`src/bcfg_pkg.sv`:
```
`timescale 1ns / 1ps

package bcfg_pkg;

	// field widths
	localparam int MV_W       = 15;
	localparam int MAG_W      = 16;
	localparam int CAP_W      = 16;
	localparam int TPH_W      = 24;
	localparam int THR_W      = 16;
	localparam int SET_W      = 8;
	localparam int ACC_W      = 42;
	localparam int CHG_W      = 18;
	localparam int SOC_W      = 7;
	localparam int BAR_W      = 3;
	localparam int CFG_IDX_W  = 2;
	localparam int CFG_DATA_W = 24;

	// divider shape
	localparam int NUM_W = 48;
	localparam int DEN_W = TPH_W + CAP_W;
	localparam int QUO_W = 17;

	// voltage / capacity table
	localparam int TABLE_ENTRIES = 51;
	localparam int TABLE_SLOTS   = 64;
	localparam int SLOT_W        = $clog2(TABLE_SLOTS);
	localparam int TBL_N         = (TABLE_ENTRIES > TABLE_SLOTS) ? TABLE_SLOTS : TABLE_ENTRIES;
	localparam int TBL_ADDR_W    = $clog2(TBL_N);
	localparam int TBL_IDX_W     = $clog2(TBL_N + 1);
	localparam int ENTRY_W       = 2 * CAP_W;

	localparam logic [ENTRY_W-1:0] VC_TABLE [TABLE_SLOTS] = '{
		{16'd10269, 16'd80},    {16'd10699, 16'd330},   {16'd10883, 16'd580},
		{16'd10957, 16'd830},   {16'd10994, 16'd1080},  {16'd11028, 16'd1330},
		{16'd11072, 16'd1580},  {16'd11127, 16'd1830},  {16'd11188, 16'd2080},
		{16'd11249, 16'd2330},  {16'd11307, 16'd2580},  {16'd11360, 16'd2830},
		{16'd11406, 16'd3080},  {16'd11448, 16'd3330},  {16'd11488, 16'd3580},
		{16'd11527, 16'd3830},  {16'd11567, 16'd4080},  {16'd11610, 16'd4330},
		{16'd11657, 16'd4580},  {16'd11707, 16'd4830},  {16'd11760, 16'd5080},
		{16'd11816, 16'd5330},  {16'd11872, 16'd5580},  {16'd11928, 16'd5830},
		{16'd11983, 16'd6080},  {16'd12036, 16'd6330},  {16'd12087, 16'd6580},
		{16'd12136, 16'd6830},  {16'd12183, 16'd7080},  {16'd12229, 16'd7330},
		{16'd12275, 16'd7580},  {16'd12319, 16'd7830},  {16'd12363, 16'd8080},
		{16'd12406, 16'd8330},  {16'd12447, 16'd8580},  {16'd12486, 16'd8830},
		{16'd12521, 16'd9080},  {16'd12551, 16'd9330},  {16'd12575, 16'd9580},
		{16'd12594, 16'd9830},  {16'd12606, 16'd10080}, {16'd12613, 16'd10330},
		{16'd12616, 16'd10580}, {16'd12617, 16'd10830}, {16'd12617, 16'd11080},
		{16'd12619, 16'd11330}, {16'd12623, 16'd11580}, {16'd12628, 16'd11830},
		{16'd12634, 16'd12080}, {16'd12637, 16'd12330}, {16'd12637, 16'd12500},
		32'd0, 32'd0, 32'd0, 32'd0, 32'd0, 32'd0, 32'd0,
		32'd0, 32'd0, 32'd0, 32'd0, 32'd0, 32'd0
	};

	// nearest-voltage capacity, elaboration use only
	function automatic logic [CAP_W-1:0] nearest_cap(input logic [MV_W-1:0] mv);
		logic [CAP_W-1:0] best;
		logic [CAP_W-1:0] cap;
		logic [CAP_W-1:0] v;
		logic [CAP_W-1:0] d;
		best = '1;
		cap  = '0;
		for (int i = 0; i < TBL_N; i++) begin
			v = VC_TABLE[i][ENTRY_W-1:CAP_W];
			d = ({1'b0, mv} >= v) ? ({1'b0, mv} - v) : (v - {1'b0, mv});
			if (d < best) begin
				best = d;
				cap  = VC_TABLE[i][CAP_W-1:0];
			end
		end
		return cap;
	endfunction

	// reset values
	localparam logic [CAP_W-1:0] CAP_RST  = 16'd12500;
	localparam logic [TPH_W-1:0] TPH_RST  = 24'd360000;
	localparam logic [THR_W-1:0] THR_RST  = 16'd200;
	localparam logic [SET_W-1:0] SET_RST  = 8'd20;
	localparam logic [CAP_W-1:0] TCAP_RST = nearest_cap('0);

	// saturation limits
	localparam logic [ACC_W-1:0] ACC_MAX = {1'b0, {(ACC_W-1){1'b1}}};
	localparam logic [ACC_W-1:0] ACC_MIN = {1'b1, {(ACC_W-1){1'b0}}};
	localparam logic [CHG_W-1:0] CHG_MAX = {1'b0, {(CHG_W-1){1'b1}}};
	localparam logic [CHG_W-1:0] CHG_MIN = {1'b1, {(CHG_W-1){1'b0}}};
	localparam logic [SOC_W-1:0] SOC_FULL = 7'd100;

	// bar thresholds
	localparam logic [SOC_W-1:0] BAR1_SOC = 7'd10;
	localparam logic [SOC_W-1:0] BAR2_SOC = 7'd20;
	localparam logic [SOC_W-1:0] BAR3_SOC = 7'd40;
	localparam logic [SOC_W-1:0] BAR4_SOC = 7'd60;
	localparam logic [SOC_W-1:0] BAR5_SOC = 7'd80;

	typedef enum logic [CFG_IDX_W-1:0] {
		CFG_CAPACITY  = 2'd0,
		CFG_TPH       = 2'd1,
		CFG_THRESHOLD = 2'd2,
		CFG_SETTLE    = 2'd3
	} cfg_idx_t;

	typedef enum logic {
		KIND_SAMPLE = 1'b0,
		KIND_TICK   = 1'b1
	} kind_t;

	typedef struct packed {
		logic            start;
		logic [MV_W-1:0] mv;
	} srch_req_t;

	typedef struct packed {
		logic             idle;
		logic             done;
		logic [CAP_W-1:0] cap;
	} srch_sts_t;

	typedef struct packed {
		logic             start;
		logic [NUM_W-1:0] num;
		logic [DEN_W-1:0] den;
	} div_req_t;

	typedef struct packed {
		logic             done;
		logic             ovf;
		logic [QUO_W-1:0] quo;
	} div_sts_t;

endpackage

```
`src/bcfg_if.sv`:
```
`timescale 1ns / 1ps

interface bcfg_sample_if;
	logic                           valid;
	logic                           ready;
	logic                           kind;
	logic [15:0]                    bus_raw;
	logic [15:0]                    shunt_raw;

	modport source (output valid, kind, bus_raw, shunt_raw, input ready);
	modport sink (input valid, kind, bus_raw, shunt_raw, output ready);
	modport monitor (input valid, ready, kind, bus_raw, shunt_raw);
endinterface

interface bcfg_result_if;
	logic                                  valid;
	logic                                  ready;
	logic [bcfg_pkg::MV_W-1:0]             bus_millivolts;
	logic [bcfg_pkg::MAG_W-1:0]            current_magnitude;
	logic                                  current_negative;
	logic [bcfg_pkg::CAP_W-1:0]            table_capacity;
	logic                                  gauge_started;
	logic signed [bcfg_pkg::CHG_W-1:0]     charge_whole;
	logic [bcfg_pkg::SOC_W-1:0]            soc_percent;
	logic [bcfg_pkg::BAR_W-1:0]            led_bars;

	modport source (output valid, bus_millivolts, current_magnitude, current_negative,
		table_capacity, gauge_started, charge_whole, soc_percent, led_bars, input ready);
	modport sink (input valid, bus_millivolts, current_magnitude, current_negative,
		table_capacity, gauge_started, charge_whole, soc_percent, led_bars, output ready);
	modport monitor (input valid, ready, bus_millivolts, current_magnitude, current_negative,
		table_capacity, gauge_started, charge_whole, soc_percent, led_bars);
endinterface

interface bcfg_cfg_if;
	logic                              valid;
	logic                              ready;
	logic [bcfg_pkg::CFG_IDX_W-1:0]    index;
	logic [bcfg_pkg::CFG_DATA_W-1:0]   data;

	modport source (output valid, index, data, input ready);
	modport sink (input valid, index, data, output ready);
	modport monitor (input valid, ready, index, data);
endinterface

```
`src/battery_coulomb_fuel_gauge.sv`:
```
`timescale 1ns / 1ps

// channel   dir   handshake      payload
// sample    in    valid/ready    kind, bus_raw, shunt_raw
// result    out   valid/ready    bus_millivolts .. led_bars
// cfg       in    valid/ready    index, data (always ready)
//
// One request at a time. A sample steps through the 51 table entries over the one
// read port of the table memory; a tick uses the 17-step divider, which serves
// both SOC and charge, once before seeding and twice after (once when the
// charge is not positive). After reset the table memory is filled with
// sample.ready low; cfg writes are taken throughout. The result register lets
// the next sample be taken while a result waits on result.ready.
module battery_coulomb_fuel_gauge (
	input  logic                 clk,
	input  logic                 arst_n,
	bcfg_sample_if.sink          sample,
	bcfg_result_if.source        result,
	bcfg_cfg_if.sink             cfg
);

	typedef enum logic [10:0] {
		ST_IDLE      = 11'b000_0000_0001,
		ST_SRCH_GO   = 11'b000_0000_0010,
		ST_SRCH_WAIT = 11'b000_0000_0100,
		ST_SEED      = 11'b000_0000_1000,
		ST_ACC       = 11'b000_0001_0000,
		ST_SOC_MUL   = 11'b000_0010_0000,
		ST_SOC_GO    = 11'b000_0100_0000,
		ST_SOC_WAIT  = 11'b000_1000_0000,
		ST_CHG_GO    = 11'b001_0000_0000,
		ST_CHG_WAIT  = 11'b010_0000_0000,
		ST_OUT       = 11'b100_0000_0000
	} state_t;

	localparam int ACC_W = bcfg_pkg::ACC_W;
	localparam int NUM_W = bcfg_pkg::NUM_W;
	localparam int DEN_W = bcfg_pkg::DEN_W;

	state_t                          state_q;

	logic [bcfg_pkg::CAP_W-1:0]      cap_q;
	logic [bcfg_pkg::TPH_W-1:0]      tph_q;
	logic [bcfg_pkg::THR_W-1:0]      thr_q;
	logic [bcfg_pkg::SET_W-1:0]      settle_q;

	logic [bcfg_pkg::MV_W-1:0]       mv_q;
	logic [bcfg_pkg::MAG_W-1:0]      mag_q;
	logic                            neg_q;
	logic [bcfg_pkg::SET_W-1:0]      cnt_q;
	logic                            seeded_q;
	logic [ACC_W-1:0]                acc_q;
	logic [bcfg_pkg::SOC_W-1:0]      soc_q;
	logic [bcfg_pkg::CAP_W-1:0]      tcap_q;
	logic [bcfg_pkg::CHG_W-1:0]      whole_q;
	logic [NUM_W-1:0]                num_q;
	logic [DEN_W-1:0]                den_q;

	logic                            o_vld_q;
	logic [bcfg_pkg::MV_W-1:0]       o_mv_q;
	logic [bcfg_pkg::MAG_W-1:0]      o_mag_q;
	logic                            o_neg_q;
	logic [bcfg_pkg::CAP_W-1:0]      o_tcap_q;
	logic                            o_started_q;
	logic [bcfg_pkg::CHG_W-1:0]      o_charge_q;
	logic [bcfg_pkg::SOC_W-1:0]      o_soc_q;
	logic [bcfg_pkg::BAR_W-1:0]      o_bars_q;

	bcfg_pkg::srch_req_t             srch_req;
	bcfg_pkg::srch_sts_t             srch_sts;
	bcfg_pkg::div_req_t              div_req;
	bcfg_pkg::div_sts_t              div_sts;

	logic                            accept;
	logic                            can_load;
	logic [bcfg_pkg::TPH_W-1:0]      eff_tph;
	logic [bcfg_pkg::CAP_W-1:0]      eff_cap;
	logic [bcfg_pkg::CAP_W-1:0]      mul_b;
	logic [DEN_W-1:0]                prod;
	logic                            seed_go;
	logic [bcfg_pkg::MAG_W-1:0]      in_mag;
	logic [ACC_W:0]                  acc_ext;
	logic [ACC_W:0]                  mag_ext;
	logic [ACC_W:0]                  acc_sum;
	logic [ACC_W-1:0]                acc_sat;
	logic [ACC_W-1:0]                acc_abs;
	logic [ACC_W-2:0]                acc_pos;
	logic [NUM_W-1:0]                pos_ext;
	logic [NUM_W-1:0]                times100;
	logic                            acc_nonpos;
	logic [bcfg_pkg::CHG_W-1:0]      quo_ext;
	logic [bcfg_pkg::CHG_W-1:0]      whole_d;
	logic [bcfg_pkg::SOC_W-1:0]      soc_d;
	logic [bcfg_pkg::BAR_W-1:0]      bars_d;

	assign accept   = sample.valid && sample.ready;
	assign can_load = !o_vld_q || result.ready;
	assign sample.ready = (state_q == ST_IDLE) && srch_sts.idle;
	assign cfg.ready    = 1'b1;

	assign eff_tph = (tph_q == '0) ? bcfg_pkg::TPH_W'(1) : tph_q;
	assign eff_cap = (cap_q == '0) ? bcfg_pkg::CAP_W'(1) : cap_q;

	// one multiplier: seed charge or SOC divisor
	assign seed_go = !seeded_q && (cnt_q > settle_q) && !neg_q && (mag_q != thr_q);
	assign mul_b   = ((state_q == ST_SEED) && (mag_q > thr_q)) ? srch_sts.cap : eff_cap;
	assign prod    = DEN_W'(eff_tph) * DEN_W'(mul_b);

	// the negated minimum wraps to 0x8000, which is its magnitude
	assign in_mag = sample.shunt_raw[15] ? (16'd0 - sample.shunt_raw) : sample.shunt_raw;

	assign acc_ext = {acc_q[ACC_W-1], acc_q};
	assign mag_ext = (ACC_W + 1)'(mag_q);
	assign acc_sum = neg_q ? (acc_ext - mag_ext) : (acc_ext + mag_ext);
	assign acc_sat = (acc_sum[ACC_W] != acc_sum[ACC_W-1])
		? (acc_sum[ACC_W] ? bcfg_pkg::ACC_MIN : bcfg_pkg::ACC_MAX)
		: acc_sum[ACC_W-1:0];

	assign acc_abs    = acc_q[ACC_W-1] ? (ACC_W'(0) - acc_q) : acc_q;
	assign acc_nonpos = acc_q[ACC_W-1] || (acc_q == '0);
	assign acc_pos    = acc_q[ACC_W-2:0];
	assign pos_ext    = NUM_W'(acc_pos);
	assign times100   = (pos_ext << 6) + (pos_ext << 5) + (pos_ext << 2);

	assign srch_req.start = (state_q == ST_SRCH_GO);
	assign srch_req.mv    = mv_q;

	assign div_req.start = (state_q == ST_SOC_GO) || (state_q == ST_CHG_GO);
	assign div_req.num   = (state_q == ST_SOC_GO) ? num_q : NUM_W'(acc_abs);
	assign div_req.den   = (state_q == ST_SOC_GO) ? den_q : DEN_W'(eff_tph);

	assign quo_ext = bcfg_pkg::CHG_W'(div_sts.quo);
	assign whole_d = acc_q[ACC_W-1]
		? (div_sts.ovf ? bcfg_pkg::CHG_MIN : (bcfg_pkg::CHG_W'(0) - quo_ext))
		: (div_sts.ovf ? bcfg_pkg::CHG_MAX : quo_ext);
	assign soc_d = (div_sts.ovf || (div_sts.quo > bcfg_pkg::QUO_W'(bcfg_pkg::SOC_FULL)))
		? bcfg_pkg::SOC_FULL : div_sts.quo[bcfg_pkg::SOC_W-1:0];

	always_comb begin
		priority if (soc_q <= bcfg_pkg::BAR1_SOC) bars_d = 3'd0;
		else if (soc_q <= bcfg_pkg::BAR2_SOC) bars_d = 3'd1;
		else if (soc_q <= bcfg_pkg::BAR3_SOC) bars_d = 3'd2;
		else if (soc_q <= bcfg_pkg::BAR4_SOC) bars_d = 3'd3;
		else if (soc_q <= bcfg_pkg::BAR5_SOC) bars_d = 3'd4;
		else bars_d = 3'd5;
	end

	bcfg_search u_search (
		.clk    (clk),
		.arst_n (arst_n),
		.req    (srch_req),
		.sts    (srch_sts)
	);

	bcfg_div u_div (
		.clk    (clk),
		.arst_n (arst_n),
		.req    (div_req),
		.sts    (div_sts)
	);

	always_ff @(posedge clk or negedge arst_n) begin
		if (!arst_n) begin
			cap_q    <= bcfg_pkg::CAP_RST;
			tph_q    <= bcfg_pkg::TPH_RST;
			thr_q    <= bcfg_pkg::THR_RST;
			settle_q <= bcfg_pkg::SET_RST;
		end else if (cfg.valid) begin
			unique case (bcfg_pkg::cfg_idx_t'(cfg.index))
				bcfg_pkg::CFG_CAPACITY:  cap_q    <= cfg.data[bcfg_pkg::CAP_W-1:0];
				bcfg_pkg::CFG_TPH:       tph_q    <= cfg.data[bcfg_pkg::TPH_W-1:0];
				bcfg_pkg::CFG_THRESHOLD: thr_q    <= cfg.data[bcfg_pkg::THR_W-1:0];
				bcfg_pkg::CFG_SETTLE:    settle_q <= cfg.data[bcfg_pkg::SET_W-1:0];
			endcase
		end
	end

	always_ff @(posedge clk or negedge arst_n) begin
		if (!arst_n) begin
			state_q  <= ST_IDLE;
			mv_q     <= '0;
			mag_q    <= '0;
			neg_q    <= 1'b0;
			cnt_q    <= '0;
			seeded_q <= 1'b0;
			acc_q    <= '0;
			soc_q    <= '0;
			tcap_q   <= bcfg_pkg::TCAP_RST;
			whole_q  <= '0;
		end else begin
			unique case (state_q)
				ST_IDLE: begin
					if (accept) begin
						if (bcfg_pkg::kind_t'(sample.kind) == bcfg_pkg::KIND_SAMPLE) begin
							mv_q  <= {sample.bus_raw[15:3], 2'b00};
							neg_q <= sample.shunt_raw[15];
							mag_q <= in_mag;
							if (cnt_q != '1) begin
								cnt_q <= cnt_q + bcfg_pkg::SET_W'(1);
							end
							state_q <= ST_SRCH_GO;
						end else if (seeded_q) begin
							state_q <= ST_ACC;
						end else begin
							state_q <= ST_CHG_GO;
						end
					end
				end
				ST_SRCH_GO: state_q <= ST_SRCH_WAIT;
				ST_SRCH_WAIT: begin
					if (srch_sts.done) begin
						state_q <= ST_SEED;
					end
				end
				ST_SEED: begin
					tcap_q <= srch_sts.cap;
					if (seed_go) begin
						acc_q    <= ACC_W'(prod);
						seeded_q <= 1'b1;
					end
					state_q <= ST_CHG_GO;
				end
				ST_ACC: begin
					acc_q   <= acc_sat;
					state_q <= ST_SOC_MUL;
				end
				ST_SOC_MUL: begin
					if (acc_nonpos) begin
						soc_q   <= '0;
						state_q <= ST_CHG_GO;
					end else begin
						state_q <= ST_SOC_GO;
					end
				end
				ST_SOC_GO: state_q <= ST_SOC_WAIT;
				ST_SOC_WAIT: begin
					if (div_sts.done) begin
						soc_q   <= soc_d;
						state_q <= ST_CHG_GO;
					end
				end
				ST_CHG_GO: state_q <= ST_CHG_WAIT;
				ST_CHG_WAIT: begin
					if (div_sts.done) begin
						whole_q <= whole_d;
						state_q <= ST_OUT;
					end
				end
				ST_OUT: begin
					if (can_load) begin
						state_q <= ST_IDLE;
					end
				end
				default: state_q <= ST_IDLE;
			endcase
		end
	end

	// SOC operands, held for the divider start
	always_ff @(posedge clk) begin
		if (state_q == ST_SOC_MUL) begin
			num_q <= times100;
			den_q <= prod;
		end
	end

	always_ff @(posedge clk or negedge arst_n) begin
		if (!arst_n) begin
			o_vld_q     <= 1'b0;
			o_mv_q      <= '0;
			o_mag_q     <= '0;
			o_neg_q     <= 1'b0;
			o_tcap_q    <= '0;
			o_started_q <= 1'b0;
			o_charge_q  <= '0;
			o_soc_q     <= '0;
			o_bars_q    <= '0;
		end else if ((state_q == ST_OUT) && can_load) begin
			o_vld_q     <= 1'b1;
			o_mv_q      <= mv_q;
			o_mag_q     <= mag_q;
			o_neg_q     <= neg_q;
			o_tcap_q    <= tcap_q;
			o_started_q <= seeded_q;
			o_charge_q  <= whole_q;
			o_soc_q     <= soc_q;
			o_bars_q    <= bars_d;
		end else if (result.ready) begin
			o_vld_q <= 1'b0;
		end
	end

	assign result.valid             = o_vld_q;
	assign result.bus_millivolts    = o_mv_q;
	assign result.current_magnitude = o_mag_q;
	assign result.current_negative  = o_neg_q;
	assign result.table_capacity    = o_tcap_q;
	assign result.gauge_started     = o_started_q;
	assign result.charge_whole      = o_charge_q;
	assign result.soc_percent       = o_soc_q;
	assign result.led_bars          = o_bars_q;

endmodule

```
`src/bcfg_ram.sv`:
```
`timescale 1ns / 1ps

module bcfg_ram #(
	parameter int WIDTH = 32,
	parameter int DEPTH = 64
) (
	input  logic                     clk,
	input  logic                     we,
	input  logic [$clog2(DEPTH)-1:0] waddr,
	input  logic [WIDTH-1:0]         wdata,
	input  logic [$clog2(DEPTH)-1:0] raddr,
	output logic [WIDTH-1:0]         rdata
);

	logic [WIDTH-1:0] mem_q [DEPTH];

	always_ff @(posedge clk) begin
		if (we) begin
			mem_q[waddr] <= wdata;
		end
		rdata <= mem_q[raddr];
	end

endmodule

```
`src/bcfg_search.sv`:
```
`timescale 1ns / 1ps

module bcfg_search (
	input  logic                clk,
	input  logic                arst_n,
	input  bcfg_pkg::srch_req_t req,
	output bcfg_pkg::srch_sts_t sts
);

	localparam int AW = bcfg_pkg::TBL_ADDR_W;
	localparam int IW = bcfg_pkg::TBL_IDX_W;
	localparam int CW = bcfg_pkg::CAP_W;

	logic                             fill_q;
	logic [AW-1:0]                    fidx_q;
	logic                             srch_q;
	logic                             cmp_q;
	logic                             done_q;
	logic [IW-1:0]                    idx_q;
	logic [bcfg_pkg::MV_W-1:0]        mv_q;
	logic [CW-1:0]                    best_q;
	logic [CW-1:0]                    cap_q;
	logic [bcfg_pkg::ENTRY_W-1:0]     rdata;
	logic [CW-1:0]                    volt;
	logic [CW-1:0]                    mv_ext;
	logic [CW-1:0]                    delta;
	logic                             last;

	bcfg_ram #(
		.WIDTH(bcfg_pkg::ENTRY_W),
		.DEPTH(bcfg_pkg::TBL_N)
	) u_table (
		.clk   (clk),
		.we    (fill_q),
		.waddr (fidx_q),
		.wdata (bcfg_pkg::VC_TABLE[bcfg_pkg::SLOT_W'(fidx_q)]),
		.raddr (idx_q[AW-1:0]),
		.rdata (rdata)
	);

	assign volt   = rdata[bcfg_pkg::ENTRY_W-1:CW];
	assign mv_ext = CW'(mv_q);
	assign delta  = (mv_ext >= volt) ? (mv_ext - volt) : (volt - mv_ext);
	assign last   = (idx_q == IW'(bcfg_pkg::TBL_N));

	// copy the constant table into the memory after reset
	always_ff @(posedge clk or negedge arst_n) begin
		if (!arst_n) begin
			fill_q <= 1'b1;
			fidx_q <= '0;
		end else if (fill_q) begin
			fidx_q <= fidx_q + AW'(1);
			if (fidx_q == AW'(bcfg_pkg::TBL_N - 1)) begin
				fill_q <= 1'b0;
			end
		end
	end

	always_ff @(posedge clk or negedge arst_n) begin
		if (!arst_n) begin
			srch_q <= 1'b0;
			cmp_q  <= 1'b0;
			done_q <= 1'b0;
			idx_q  <= '0;
		end else begin
			done_q <= 1'b0;
			if (req.start && !srch_q && !fill_q) begin
				srch_q <= 1'b1;
				cmp_q  <= 1'b0;
				idx_q  <= '0;
			end else if (srch_q) begin
				cmp_q <= !last;
				if (last) begin
					srch_q <= 1'b0;
					done_q <= 1'b1;
				end else begin
					idx_q <= idx_q + IW'(1);
				end
			end
		end
	end

	// strict compare keeps the first of equal distances
	always_ff @(posedge clk) begin
		if (req.start && !srch_q) begin
			mv_q   <= req.mv;
			best_q <= '1;
		end else if (cmp_q && delta < best_q) begin
			best_q <= delta;
			cap_q  <= rdata[CW-1:0];
		end
	end

	assign sts.idle = !fill_q && !srch_q;
	assign sts.done = done_q;
	assign sts.cap  = cap_q;

endmodule

```
`src/bcfg_div.sv`:
```
`timescale 1ns / 1ps

module bcfg_div (
	input  logic               clk,
	input  logic               arst_n,
	input  bcfg_pkg::div_req_t req,
	output bcfg_pkg::div_sts_t sts
);

	localparam int NW   = bcfg_pkg::NUM_W;
	localparam int DW   = bcfg_pkg::DEN_W;
	localparam int QW   = bcfg_pkg::QUO_W;
	localparam int DS_W = DW + QW - 1;
	localparam int CNTW = $clog2(QW + 1);

	logic            busy_q;
	logic            done_q;
	logic [CNTW-1:0] cnt_q;
	logic [NW-1:0]   rem_q;
	logic [DS_W-1:0] ds_q;
	logic [QW-1:0]   quo_q;
	logic            ovf_q;
	logic            ge;

	assign ge = (DS_W'(rem_q) >= ds_q);

	always_ff @(posedge clk or negedge arst_n) begin
		if (!arst_n) begin
			busy_q <= 1'b0;
			done_q <= 1'b0;
			cnt_q  <= '0;
		end else begin
			done_q <= 1'b0;
			if (req.start) begin
				busy_q <= 1'b1;
				cnt_q  <= CNTW'(QW);
			end else if (busy_q) begin
				cnt_q <= cnt_q - CNTW'(1);
				if (cnt_q == CNTW'(1)) begin
					busy_q <= 1'b0;
					done_q <= 1'b1;
				end
			end
		end
	end

	// one quotient bit a cycle, most significant first
	always_ff @(posedge clk) begin
		if (req.start) begin
			rem_q <= req.num;
			ds_q  <= {req.den, {(QW-1){1'b0}}};
			quo_q <= '0;
			ovf_q <= ((DS_W + 1)'(req.num) >= {req.den, {QW{1'b0}}});
		end else if (busy_q) begin
			if (ge) begin
				rem_q <= rem_q - ds_q[NW-1:0];
			end
			quo_q <= {quo_q[QW-2:0], ge};
			ds_q  <= ds_q >> 1;
		end
	end

	assign sts.done = done_q;
	assign sts.ovf  = ovf_q;
	assign sts.quo  = quo_q;

endmodule

```
`src/flat_wrapper.sv`:
```
// flat-port wrapper written by rule: the top's interface ports become plain ports
module battery_coulomb_fuel_gauge_flat 
  (clk, arst_n, sample_valid, sample_kind, sample_bus_raw, sample_shunt_raw, sample_ready, result_valid, result_bus_millivolts, result_current_magnitude, result_current_negative, result_table_capacity, result_gauge_started, result_charge_whole, result_soc_percent, result_led_bars, result_ready, cfg_valid, cfg_index, cfg_data, cfg_ready);
  bcfg_sample_if sample_i ();
  bcfg_result_if result_i ();
  bcfg_cfg_if cfg_i ();
  input  logic clk;
  input  logic arst_n;
  input wire logic [$bits(sample_i.valid)-1:0] sample_valid;
  input wire logic [$bits(sample_i.kind)-1:0] sample_kind;
  input wire logic [$bits(sample_i.bus_raw)-1:0] sample_bus_raw;
  input wire logic [$bits(sample_i.shunt_raw)-1:0] sample_shunt_raw;
  output wire logic [$bits(sample_i.ready)-1:0] sample_ready;
  output wire logic [$bits(result_i.valid)-1:0] result_valid;
  output wire logic [$bits(result_i.bus_millivolts)-1:0] result_bus_millivolts;
  output wire logic [$bits(result_i.current_magnitude)-1:0] result_current_magnitude;
  output wire logic [$bits(result_i.current_negative)-1:0] result_current_negative;
  output wire logic [$bits(result_i.table_capacity)-1:0] result_table_capacity;
  output wire logic [$bits(result_i.gauge_started)-1:0] result_gauge_started;
  output wire logic [$bits(result_i.charge_whole)-1:0] result_charge_whole;
  output wire logic [$bits(result_i.soc_percent)-1:0] result_soc_percent;
  output wire logic [$bits(result_i.led_bars)-1:0] result_led_bars;
  input wire logic [$bits(result_i.ready)-1:0] result_ready;
  input wire logic [$bits(cfg_i.valid)-1:0] cfg_valid;
  input wire logic [$bits(cfg_i.index)-1:0] cfg_index;
  input wire logic [$bits(cfg_i.data)-1:0] cfg_data;
  output wire logic [$bits(cfg_i.ready)-1:0] cfg_ready;
  assign sample_i.valid = sample_valid;
  assign sample_i.kind = sample_kind;
  assign sample_i.bus_raw = sample_bus_raw;
  assign sample_i.shunt_raw = sample_shunt_raw;
  assign sample_ready = sample_i.ready;
  assign result_valid = result_i.valid;
  assign result_bus_millivolts = result_i.bus_millivolts;
  assign result_current_magnitude = result_i.current_magnitude;
  assign result_current_negative = result_i.current_negative;
  assign result_table_capacity = result_i.table_capacity;
  assign result_gauge_started = result_i.gauge_started;
  assign result_charge_whole = result_i.charge_whole;
  assign result_soc_percent = result_i.soc_percent;
  assign result_led_bars = result_i.led_bars;
  assign result_i.ready = result_ready;
  assign cfg_i.valid = cfg_valid;
  assign cfg_i.index = cfg_index;
  assign cfg_i.data = cfg_data;
  assign cfg_ready = cfg_i.ready;
  battery_coulomb_fuel_gauge u_core (.clk(clk), .arst_n(arst_n), .sample(sample_i), .result(result_i), .cfg(cfg_i));
endmodule
```
`config.mk`:
```
export PLATFORM = sky130hd
export DESIGN_NAME = battery_coulomb_fuel_gauge_flat
export DESIGN_NICKNAME = d
export VERILOG_FILES = /design/src/bcfg_pkg.sv /design/src/bcfg_if.sv /design/src/battery_coulomb_fuel_gauge.sv /design/src/bcfg_ram.sv /design/src/bcfg_search.sv /design/src/bcfg_div.sv /design/src/flat_wrapper.sv
export SDC_FILE = /design/constraint.sdc
export NUM_CORES = 2
export LEC_CHECK = 0
export BUFFER_PORTS_ARGS = -buffer_cell sky130_fd_sc_hd__clkbuf_2
export CAP_MARGIN = 5
export CORE_UTILIZATION = 40
export DETAILED_ROUTE_END_ITERATION = 10
export PLACE_DENSITY = 0.52
export SLEW_MARGIN = 20
export SYNTH_ARGS = -nofsm -noshare
export SYNTH_HDL_FRONTEND = slang
export SYNTH_SLANG_ARGS = --single-unit
```
`constraint.sdc`:
```
create_clock -name clk -period 9.6 [get_ports clk]
set_input_delay 2.88 -clock clk [delete_from_list [all_inputs] [get_ports clk]]
set_output_delay 2.88 -clock clk [all_outputs]
set_load 0.02 [all_outputs]
```
==> results_dict.tcl <==
set metrics [dict create \
    grt_pass1_vias 62800 \
    routedWlPerCell_um 25.8 \
    ys_types 97 \
    clockBufferDepth 3 \
    drt.antenna.violating_nets 0 \
    overflow 0 \
    start_kind "flop" \
    cp_max_fo 15 \
    core_area_sq_mm 0.252 \
    tightest_slew_ns 1.03 \
    fp.dieH_um 506 \
    max_freq_ghz 0.110 \
    clock-root-buffer "clkbuf_16" \
    yosys-top-cells-count "edfxtp_1, nand2_1, inv_1" \
    drv_slew 0 \
    critical_path.top_delay_family "adder cells" \
    fin_crit_sh_pct 94.6 \
    initial_core_util_pct 40.3 \
    io_pins 144 \
    layout-drive-gt1-share_pct 18.6 \
    vias 61100 \
    synth_most_common_cell "edfxtp_1" \
    netlist_instances 7357 \
    fp.dieW_um 506 \
    yosysSeqAreaShare_pct 55.3 \
    htree_levels 4 \
    first_iter_violations 5359 \
    fin_skew_ns 0.100 \
    hold_violations 0 \
    holdBufCountCts 0 \
    use_met1_pct 28.8 \
    die-area_sq_mm 0.256 \
    whs_ns 0.402 \
    cts_made_buffers 210 \
    num_rows 184 \
    worst_ep_arrival_time_ns 9.66 \
    synth_top_cells_by_area "edfxtp_1, mux4_2, fa_1" \
    clk_latency_ns 0.90 \
    top_usage_layer "met2" \
    synth_ff_type "edfxtp_1" \
    setup_viol 0 \
    hp-class "flop to flop" \
    via_per_inst 5.52 \
    use_met3_pct 2.79 \
    dp_hpwl_um 188000 \
    port_buffers 134 \
    fin_nets 8356 \
    yosys_warnings 0 \
    place_congestion 0.889 \
    outcome "complete, no violations" \
    ys_ff_latch 1944 \
    synthArstFlopShare_pct 14.9 \
    grt_max_degree 131 \
    final_core_util_pct 45.4 \
    required_ns 10.17 \
    antenna_found_initial 19 \
    path_class "flop to flop" \
    cts.sinks 1944 \
    cts.clk_slew.worst_paths_ns 0.06 \
    yosysTopAreaCell "edfxtp_1" \
    path_buf_inv 7 \
    crit_path_max_incr_delay_ns 0.56 \
    syn_area_sq_mm 0.102 \
    drc_errors 0 \
    rsz0062_at_grt "no" \
    grt_pass1_wl_um 423000 \
    gr-usage-all-layers_pct 22.4 \
    slew_headroom_pct 31.4 \
    finalCriticalPeriod_ns 9.08 \
    crit_path_end_kind "flop" \
    dr.pass1.iters 6 \
    cap_violations 0 \
    gr-usage-met2_pct 38.4 \
    avgSynthCellArea_sq_um 13.8 \
    cts_tree "yes" \
    path_common_cell "fa_1" \
    area_growth_pct 12.7 \
    setup_tns_ns 0 \
    synth.top_cell.area_share_pct 46.7 \
    slowest_stage "fa_1" \
    synth_edf_count 1578 \
    wl_um 285000 \
]
[metal layers]
| layer | vias to the layer above | share of wire, % |
|---|---|---|
| met5 | - | 0 |
| met4 | 0 | 4.0 |
| met3 | 431 | 4.6 |
| met2 | 1539 | 50 |
| met1 | 31800 | 41 |
| li1 | 27300 | - |
[placed cells by master (no fill, tap or decap), types with 133 or more instances in the layout]
cell type	synthesis	final
a21o_1	135	134
a21oi_1	284	281
and2_1	176	175
buf_4	11	185
clkbuf_16	0	212
clkbuf_2	1	133
dfrtp_1	266	258
edfxtp_1	1578	1578
fa_1	347	347
ha_1	409	409
inv_1	595	594
mux2_2	176	171
mux4_2	433	433
nand2_1	682	681
nor2_1	317	264
o21ai_0	325	318
xnor2_1	188	188
[sequential cells by signal (all words and copies together), names as in the netlist, 11 cells and up]
| name | cells |
|---|---|
| u_core.u_search.u_table.mem_q | 1377 |
| u_core.u_div.ds_q | 56 |
| u_core.u_div.rem_q | 48 |
| u_core.num_q | 46 |
| u_core.acc_q | 42 |
| u_core.den_q | 40 |
| u_core.u_search.u_table.rdata | 27 |
| u_core.tph_q | 24 |
| u_core.result.charge_whole | 18 |
| u_core.whole_q | 18 |
| u_core.u_div.quo_q | 17 |
| u_core.cap_q | 16 |
| u_core.mag_q | 16 |
| u_core.result.current_magnitude | 16 |
| u_core.thr_q | 16 |
| u_core.u_search.best_q | 16 |
| u_core.mv_q | 13 |
| u_core.result.bus_millivolts | 13 |
| u_core.result.table_capacity | 13 |
| u_core.tcap_q | 13 |
| u_core.u_search.cap_q | 13 |
| u_core.u_search.mv_q | 13 |
| u_core.state_q | 11 |
[repair_timing]
item,CTS,global route
endpoints found under the setup margin,0,25
gates resized for setup,0,18
buffers inserted,0,2
[metrics by stage]
step,instance area (sq um),cells,setup WS (ns)
3_5_place_dp,107000,10700,0.0808
2_1_floorplan,102000,7361,1.35
4_1_cts,114000,11100,0.0492
3_3_place_gp,107000,10700,0.152
6_report,114000,11100,0.517
5_1_grt,114000,11100,0.0136
[path summary, 6_finish.rpt]
kind                                                    from                         to  slack [ns]  cells after the start
min in group asynchronous                             arst_n      u_core.u_div.cnt_q[3]        2.02                      1
setup reg to reg                             u_core.mag_q[1]           u_core.den_q[39]        0.52                     33
hold / removal             u_core.u_search.u_table.rdata[11]  u_core.u_search.cap_q[11]        0.40                      0
setup / recovery                             u_core.mag_q[1]           u_core.den_q[39]        0.52                     33
hold reg to reg            u_core.u_search.u_table.rdata[11]  u_core.u_search.cap_q[11]        0.40                      0
max in group asynchronous                             arst_n            u_core.cnt_q[6]        6.06                      2
[logic make-up (layout without fill, tap and decap cells)]
group | count (synthesis) | count (layout) | synth area share (%)
flops | 1944 | 1944 | 55.3
xor+xnor | 255 | 255 | 2.22
compound gates | 1111 | 1111 | 6.87
simple gates | 1597 | 1597 | 7.33
fa+ha+maj | 757 | 757 | 11.9
buf+inv | 969 | 1327 | 3.67
other cells | 2 | 15 | 0.00740
mux | 722 | 722 | 12.7
[final cells by class]
cell class | count | area (sq um)
Fill cell | 22500 | 137000
Sequential cell | 1944 | 56200
Multi-Input combinational cell | 4448 | 42300
Clock buffer | 261 | 5550
Tap cell | 3348 | 4190
Timing Repair Buffer | 332 | 2330
Inverter | 600 | 2250
Clock inverter | 134 | 1540
Antenna cell | 9 | 22.5
Power is not shown: default switching activity piles up to over one toggle a cycle in this logic, so the estimate is an artifact.
